$ cat src/rtl/bha_pkg.sv
`default_nettype none

package bha_pkg;

  localparam int MAX_HANDLES_DEF = 256;
  localparam int ITEM_BITS_DEF   = 32;

  localparam int HANDLE_W  = 8;
  localparam int VALUE_W   = 32;
  localparam int CAP_W     = 9;
  localparam int KIND_W    = 2;
  localparam int STATUS_W  = 2;
  localparam int WORD_BITS = 32;
  localparam int BIT_W     = 5;

  // Largest handle count that the 8-bit handle fields can name.
  localparam int HANDLE_SPACE = 256;

  localparam logic [CAP_W-1:0] CAP_RESET = CAP_W'(256);

  typedef enum logic [KIND_W-1:0] {
    KIND_ALLOC = 2'd0,
    KIND_FREE  = 2'd1,
    KIND_GET   = 2'd2
  } kind_e;

  typedef enum logic [STATUS_W-1:0] {
    ST_OK   = 2'd0,
    ST_FULL = 2'd1,
    ST_BAD  = 2'd2
  } status_e;

  typedef enum logic [2:0] {
    RES_OK_ALLOC,
    RES_OK_FREE,
    RES_OK_GET,
    RES_FULL,
    RES_BAD
  } res_e;

  typedef enum logic [1:0] {
    S_IDLE,
    S_EXEC,
    S_READ
  } state_e;

  typedef struct packed {
    logic load;
    logic scan_next;
    logic alloc_commit;
    logic free_commit;
    logic rd_issue;
    logic res_load;
    res_e res_code;
  } ctrl_cmd_t;

  typedef struct packed {
    logic [KIND_W-1:0] kind;
    logic              in_use;
    logic              found;
    logic              last_word;
    logic              slot_free;
  } dp_status_t;

endpackage

`default_nettype wire

$ cat src/rtl/bha_ctrl.sv
`default_nettype none

module bha_ctrl (
  input  wire logic                   clk_i,
  input  wire logic                   rst_ni,
  input  wire logic                   in_valid_i,
  output      logic                   in_ready_o,
  input  wire bha_pkg::dp_status_t    status_i,
  output      bha_pkg::ctrl_cmd_t     cmd_o
);
  import bha_pkg::*;

  state_e state_q, state_d;

  always_ff @(posedge clk_i or negedge rst_ni) begin
    if (!rst_ni) begin
      state_q <= S_IDLE;
    end else begin
      state_q <= state_d;
    end
  end

  always_comb begin
    state_d    = state_q;
    in_ready_o = 1'b0;
    cmd_o      = '{load: 1'b0, scan_next: 1'b0, alloc_commit: 1'b0, free_commit: 1'b0,
                   rd_issue: 1'b0, res_load: 1'b0, res_code: RES_BAD};
    unique case (state_q)
      S_IDLE: begin
        in_ready_o = 1'b1;
        if (in_valid_i) begin
          cmd_o.load = 1'b1;
          state_d    = S_EXEC;
        end
      end
      S_EXEC: begin
        unique case (status_i.kind)
          KIND_ALLOC: begin
            // The scan keeps walking words even while the result slot is busy;
            // only the commit waits for the slot.
            if (status_i.found) begin
              if (status_i.slot_free) begin
                cmd_o.alloc_commit = 1'b1;
                cmd_o.res_load     = 1'b1;
                cmd_o.res_code     = RES_OK_ALLOC;
                state_d            = S_IDLE;
              end
            end else if (status_i.last_word) begin
              if (status_i.slot_free) begin
                cmd_o.res_load = 1'b1;
                cmd_o.res_code = RES_FULL;
                state_d        = S_IDLE;
              end
            end else begin
              cmd_o.scan_next = 1'b1;
            end
          end
          KIND_FREE: begin
            if (status_i.slot_free) begin
              cmd_o.free_commit = status_i.in_use;
              cmd_o.res_load    = 1'b1;
              cmd_o.res_code    = status_i.in_use ? RES_OK_FREE : RES_BAD;
              state_d           = S_IDLE;
            end
          end
          KIND_GET: begin
            if (status_i.in_use) begin
              cmd_o.rd_issue = 1'b1;
              state_d        = S_READ;
            end else if (status_i.slot_free) begin
              cmd_o.res_load = 1'b1;
              cmd_o.res_code = RES_BAD;
              state_d        = S_IDLE;
            end
          end
          default: begin
            if (status_i.slot_free) begin
              cmd_o.res_load = 1'b1;
              cmd_o.res_code = RES_BAD;
              state_d        = S_IDLE;
            end
          end
        endcase
      end
      S_READ: begin
        if (status_i.slot_free) begin
          cmd_o.res_load = 1'b1;
          cmd_o.res_code = RES_OK_GET;
          state_d        = S_IDLE;
        end
      end
      default: begin
        state_d = S_IDLE;
      end
    endcase
  end

  assert property (@(posedge clk_i) disable iff (!rst_ni)
    state_q == S_READ |-> $past(state_q) == S_EXEC || $past(state_q) == S_READ)
    else $error("read state entered without a get check");

  assert property (@(posedge clk_i) disable iff (!rst_ni)
    cmd_o.load |=> state_q == S_EXEC)
    else $error("accepted beat did not start execution");

  assert property (@(posedge clk_i) disable iff (!rst_ni)
    cmd_o.rd_issue |=> !cmd_o.rd_issue)
    else $error("get issued two reads");

endmodule

`default_nettype wire

$ cat config.mk
export PLATFORM = sky130hd
export DESIGN_NAME = bha_ctrl
export DESIGN_NICKNAME = d
export VERILOG_FILES = /design/src/rtl/bha_pkg.sv /design/src/rtl/bha_ctrl.sv
export SDC_FILE = /design/constraint.sdc
export NUM_CORES = 1
export LEC_CHECK = 0
export ABC_AREA = 1
export BUFFER_PORTS_ARGS = -buffer_cell sky130_fd_sc_hd__buf_2
export CAP_MARGIN = 20
export CORE_AREA = 2 2 39 41
export CTS_CLUSTER_DIAMETER = 150
export DETAILED_ROUTE_END_ITERATION = 8
export DIE_AREA = 0 0 41 43
export SETUP_SLACK_MARGIN = 0.3
export SYNTH_ARGS = -nofsm -noshare
export SYNTH_HDL_FRONTEND = slang
export SYNTH_SLANG_ARGS = --single-unit
$ cat constraint.sdc
create_clock -name clk_i -period 1.4 [get_ports clk_i]
set_input_delay 0.21 -clock clk_i [delete_from_list [all_inputs] [get_ports clk_i]]
set_output_delay 0.21 -clock clk_i [all_outputs]
set_load 0.05 [all_outputs]
After elaboration in Yosys (flattened, before gate mapping)
Cells that the tools add are included.
{ "totals": {"regBits": 2, "input_bits": 9, "output_inout_bits": 10, "elab_cells": 41} }
{ "classes": {"n_eq_ne": 6, "n_mux": 31, "reduce_logical": 3} }
{ "op_table": {"columns": ["operator", "count"], "rows": [
  ["$mux 4", 9],
  ["$mux 2", 6],
  ["$pmux 4 s3", 1],
  ["$mux 1", 11],
  ["$pmux 4 s2", 1],
  ["$pmux 2 s3", 1],
  ["$eq 2x1->1 const B", 2],
  ["$eq 2x2->1 const B", 2],
  ["$logic_not 2->1", 2],
  ["$ne 4x4->1 const B", 1],
  ["$pmux 2 s2", 1],
  ["$mux 3", 1],
  ["$ne 2x2->1 const B", 1],
  ["$reduce_and 2->1", 1]
]} }

Depth between registers and ports, before layout
Gate-level depths: netlist (run 1).
{ "depth": {"ltp_word": 5, "ltp_mapped": 9, "depth_no_buf": 8} }

Worst setup path before layout (run 1)
Ideal clock, no wire load.
{ "synth_timing": {"path_kind": "flip-flop to output port", "from": "register state_q[1]", "to": "output port cmd_o[6] (netlist name)", "arrival_ns": 2.361, "t_required_ns": 1.190, "slack_ns": -1.171, "stages_incl_launch_ff": 6, "path_buffers": 1, "path_cell_list": "dfrtp_1 inv_1 ha_1 buf_2 inv_1 nor4_1"} }
{ "synth_lines": {"columns": ["element", "line", "source"], "rows": [
  ["start: declaration", "bha_ctrl.sv:13", "state_e state_q, state_d;"],
  ["start signal: assignment", "bha_ctrl.sv:19", "state_q <= state_d;"],
  ["end: declaration", "bha_ctrl.sv:9", "output bha_pkg::ctrl_cmd_t cmd_o"]
]} }

==> results of run 1 <==
==> how the worst max path moves through the flow <==
stage                     from       end  slack, ns
floorplan           state_q[0]  cmd_o[2]      -0.30
global placement    state_q[1]  cmd_o[0]       -0.1
detailed placement  state_q[1]  cmd_o[0]      -0.15
CTS                 state_q[1]  cmd_o[5]      -0.19
global route        state_q[1]  cmd_o[0]      -0.26
finish              state_q[1]  cmd_o[0]      -0.20
==> per-stage QoR <==
step / util [%] / std cells / power (uW) / hold WS (ns)
global route: 60.2 / 117 / 1440 / 0.303
detailed placement: 47.6 / 112 / 968 / -0.00362
CTS: 59.1 / 117 / 1340 / 0.289
finish: 60.2 / 117 / 1360 / 0.303
global placement: 47.6 / 112 / 960 / -0.00407
floorplan: - / 63 / 717 / -0.0856
==> cells by family after synthesis <==
kind of cell	synth area share, %
AOI/OAI and AO/OA	9.96
adders and majority gates	14.2
buffers and inverters	17.4
DFF	14.2
and+or+nand+nor	44.1
==> synth_stat cells, drive strengths merged <==
cell type / n / area share (%)
nand2: 18 / 19
nor2: 5 / 5.3
inv: 15 / 16
o211ai: 2 / 4.3
or2: 1 / 1.8
buf: 1 / 1.4
nor3: 1 / 2.8
ha: 4 / 14
nand4: 1 / 1.8
dfrtp: 2 / 14
a21oi: 4 / 5.7
nand3: 8 / 11
nor4: 1 / 1.8
==> routing by layer <==
metal | part of all wire (%) | global-route usage, %
met1 | 37 | 17.6
met2 | 58 | 28.7
met3 | 3.9 | 1.57
met4 | 0.88 | 6.00
met5 | 0 | 0
==> what timing repair did <==
action,CTS,global route
gates resized for setup,34,3
hold endpoints to repair,2,0
setup buffers,1,0
pin swaps,9,1
hold buffers,1,0
endpoints found under the setup margin,12,12
==> cell type report <==
type                            instances  area [um2]
Timing Repair Buffer                   36         302
Multi-Input combinational cell         45         369
Tap cell                               16        20.0
Fill cell                             140         551
Inverter                               15        68.8
Clock buffer                            3        22.5
Sequential cell                         2        51.3
==> power breakdown <==
part | switching [uW] | internal (uW)
clock network | 32.8 | 94.6
registers | 31.1 | 83.0
logic | 643 | 475
total | 707 | 652
==> worst reg2reg max path, cell delays in order, from the launching register on <==
cell     delay (ns)
dfrtp_1        0.38
inv_2          0.08
buf_4          0.12
ha_4           0.13
inv_1          0.04
or2_2          0.27
nand2_2        0.08
nor2_1         0.05
nand2_1        0.05
nand2_1        0.04
==> metrics.txt, run 1 <==
DR vias 528; max-cap viol count 0; drt pass-1 iters 4; ANT cells 0; Clock Tree Buf Depth 2; r2r endpoint state_q[0]; crit path max fanout 3; maximum vdd ir drop 0.960 mV; Clock Skews 0.00414 ns; Tmin final 1.60 ns; worst path arrival time 1.39 ns; clk root buf clkbuf_4; Initial Utilization 25.4%; Slew Limit Headroom 82.4%; Cell Area, Synth 352 um2; Vias per Instance 4.51; syn_nets 76; worst flop-to-flop path startpoint state_q[1]; Buf/Inv on CP 4; critical path type reg2out; sequential element share of the synthesized area 14.2%; drt drc 0; Buffers on Ports 18; Placed Area 658 um2; core region area 1380 um2; post-route ant nets 0; Sum Neg Setup Slack -1.36 ns; initial DRC count 5; Yosys Warn Count 0; Final Setup Violations 10; violated checks setup timing; crit share post-route 114%; H-Tree Level Count 1; wire per inst 10.7 um; commonest non-fill, non-tap cells in the layout 17 x buf_4, 15 x nand2_1, 8 x buf_2; Hold Crit Class in2async; worst-path cell chain inv_2 > buf_4 > ha_4 > inv_4 > a21oi_4 > buf_6; row count 14; Post-Route WL 1250 um; antenna violations before repair 0; synthesized flop and latch total 2; TritonCTS buffer count 3; Die ar. 1760 um2; post-DP HPWL 897 um; GRT Residual Overflow 0; worst slew pin tran 0.262 ns; average cell area after synthesis 5.58 um2; number of global-route vias before repair 472; most common cell after layout, fill and taps aside buf_4; Reg with most FFs state_q; biggest registers after layout state_q (2); CP peak stage delay 0.35 ns; Final Hold Fails 0; fmax 0.625 GHz; FF-to-FF path depth 9; DIE WIDTH 41 um; layout cell share with drive strength beyond 1 63.4%; Unique masters post-synth 14; Clk pin slew, worst setup/hold paths 0.03 ns; Placer Congestion 0.670; DP Worst Slack -0.151 ns; Leak 0.000402 uW; Largest register FFs 2; min setup slack post-route -0.201 ns; area grow syn2layout 137%; global-route wire length before repair 1930 um; clk_lat worst skew 0.22 ns; Syn Inst Count 63; Worst EP required 1.19 ns; IO Pins 19; Finished Cell Area 833 um2; status finished with violations; GR Util All Layers 15.9%; Slowest cell on crit path dfrtp_1; RSZ-0062 raised after global routing true; CTS Sinks 2; worst reg2reg setup slack 0.04 ns; critical path startpoint category register; Critical Path End Type primary output; delay-heaviest family, CP buffers and inverters; Die H 43 um; critical path depth 6; CTS tree done; max-slew violations 0; Nets 116; largest net degree at the start of global routing 6; Pwr Density 1630 nW/um2
Note: power is estimated with default switching activity, not from simulation.
==> inputs of run 2 (changes only) <==
--- a/config.mk
+++ b/config.mk
@@ -9,8 +9,8 @@
 export BUFFER_PORTS_ARGS = -buffer_cell sky130_fd_sc_hd__buf_2
 export CAP_MARGIN = 20
-export CORE_AREA = 2 2 39 41
+export CORE_AREA = 5 5 42 44
 export CTS_CLUSTER_DIAMETER = 150
 export DETAILED_ROUTE_END_ITERATION = 8
-export DIE_AREA = 0 0 41 43
+export DIE_AREA = 0 0 47 49
 export SETUP_SLACK_MARGIN = 0.3
 export SYNTH_ARGS = -nofsm -noshare
==> constraint.sdc (replaced) <==
create_clock -name clk_i -period 1.4 [get_ports clk_i]
set_input_delay 0.28 -clock clk_i [delete_from_list [all_inputs] [get_ports clk_i]]
set_output_delay 0.28 -clock clk_i [all_outputs]
set_load 0.05 [all_outputs]
==> run 2 against run 1 <==
The run still ends with setup timing left. Flip-flop and latch count is the same. Combinational power grew 8%. Via count grew 6.8%. Fmax shrank 4.5%. Cell area grew 6.0%. Global-route usage shrank 2.6 points. Final cell count grew 3.4%. Critical path type unchanged. Largest power group unchanged. Highest routed layer unchanged.
==> metrics.txt, run 2 (synthesized netlist as in run 1, its figures left out) <==
wire per inst 11.7 um (+9.4%); post-DP HPWL 980 um (+9.3%); final core occ 63.0% (+2.8 points); biggest registers after layout state_q (2); number of global-route vias before repair 570 (+21%); drt pass-1 iters 4 (unchanged); power after layout 1450 uW (+6.8%); max-slew violations 0 (unchanged); Tmin final 1.68 ns (+0.0752 ns); commonest non-fill, non-tap cells in the layout 21 x buf_4, 14 x nand2_1, 8 x buf_2; Clock Tree Buf Depth 2 (unchanged); CTS tree done; TritonCTS buffer count 3 (unchanged); Vias per Instance 4.66 (+3.3%); Largest register FFs 2 (unchanged); Reg with most FFs state_q; Die ar. 2300 um2 (+31%); core region area 1400 um2 (+1.3%); largest net degree at the start of global routing 6 (unchanged); drt drc 0 (unchanged); Worst EP required 1.12 ns (-0.07 ns); crit path max fanout 3 (unchanged); clk_lat worst skew 0.22 ns (about the same); clk root buf clkbuf_4; Hold Crit Class in2async; status finished with violations; global-route wire length before repair 2260 um (+17%); min setup slack post-route -0.276 ns (-0.0752 ns); RSZ-0062 raised after global routing true; GRT Residual Overflow 0 (unchanged); crit share post-route 120% (+5.4 points); GR Util All Layers 13.4% (-2.6 points); Sum Neg Setup Slack -1.95 ns (-0.598 ns); Placer Congestion 0.800 (+19%); Buffers on Ports 18 (unchanged); Clock Skews 0.00114 ns (-0.00299 ns); Slew Limit Headroom 83.0% (+0.52 points); delay-heaviest family, CP buffers and inverters; worst path arrival time 1.40 ns (about the same); ANT cells 0 (unchanged); CTS Sinks 2 (unchanged); Final Hold Fails 0 (unchanged); Nets 120 (+3.4%); DIE WIDTH 47 um (+15%); Leak 0.000422 uW (+5.1%); Pwr Density 1640 nW/um2 (+0.75%); Finished Cell Area 883 um2 (+6.0%); H-Tree Level Count 1 (unchanged); post-route ant nets 0 (unchanged); Initial Utilization 25.1% (-0.32 points); IO Pins 19 (unchanged); critical path startpoint category register; worst-path cell chain inv_2 > ha_4 > nand4_1 > buf_4 > inv_4 > buf_8; initial DRC count 6 (+1); DR vias 564 (+6.8%); Post-Route WL 1420 um (+13%); most common cell after layout, fill and taps aside buf_4; maximum vdd ir drop 1.03 mV (+7.8%); max-cap viol count 0 (unchanged); antenna violations before repair 0 (unchanged); critical path type reg2out; CP peak stage delay 0.37 ns (+0.02 ns); Critical Path End Type primary output; violated checks setup timing; Die H 49 um (+14%); fmax 0.597 GHz (-4.5%); worst slew pin tran 0.255 ns (-0.00770 ns); Clk pin slew, worst setup/hold paths 0.03 ns (about the same); Final Setup Violations 10 (unchanged); Slowest cell on crit path dfrtp_1; layout cell share with drive strength beyond 1 66.7% (+3.3 points); Placed Area 658 um2 (unchanged); row count 14 (unchanged); Buf/Inv on CP 4 (unchanged); area grow syn2layout 151%
-- run 2: cell count changes in the layout (fill, tap and decap cells not counted), sizes merged --
cell / before / now
buf: 35 / 39
-- run 2: what timing repair did --
item / in CTS / in global routing
endpoints found under the setup margin: 12 / 12
resized for setup: 34 / 9
pin swaps: 5 / 3
hold buffers: 1 / 0
setup buffers: 2 / 3
endpoints found under the hold margin: 2 / 0
cloned: 0 / 0
-- run 2: worst register-to-register path: stages, from the launching register on --
cell,delay [ns]
dfrtp_1,0.37
inv_2,0.08
buf_4,0.12
ha_4,0.14
inv_1,0.05
or2_2,0.28
nand2_2,0.08
nor2_1,0.06
nand2_1,0.06
nand2_1,0.05
-- run 2: path summary, 6_finish.rpt --
check                            from          to  slack [ns]  depth (start not counted)
min                            rst_ni  state_q[1]        0.36                          2
max in group asynchronous      rst_ni  state_q[0]        0.93                          2
min reg2reg                state_q[1]  state_q[1]        0.63                          3
max reg2reg                state_q[1]  state_q[0]           0                          9
max                        state_q[1]    cmd_o[5]       -0.28                          6
min in group clk_i         in_valid_i  state_q[0]        0.45                          5
-- run 2: per-stage QoR --
stage | cells | hold slack (ns) | worst slack [ns]
final | 121 | 0.364 | -0.276
after global routing | 121 | 0.371 | -0.353
after CTS | 118 | 0.358 | -0.256
after detailed placement | 112 | 0.0676 | -0.201
after floorplan | 63 | -0.0156 | -0.375
after global placement | 112 | 0.0653 | -0.180
-- run 2: cell type report --
type	count	area, um2
fillers	139	518
flip-flops and latches	2	51.3
clock buffers	3	22.5
repair buffers	40	339
well taps	16	20.0
inverters	15	71.3
multi-input cells	45	379
-- run 2: layer usage --
metal / global-route usage [%] / part of all wire, % / vias up
li1: - / - / 283
met1: 12.9 / 36 / 254
met2: 24.0 / 54 / 23
met3: 4.80 / 8.5 / 4
met4: 5.53 / 1.2 / 0
met5: 0 / 0 / -
-- run 2: where the power goes --
group	total (uW)	switching, uW	internal [uW]	leakage, uW
combinational	1210	685	527	0.000384
clock	129	34.3	94.7	0.0000138
sequential	111	27.7	83.0	0.0000245
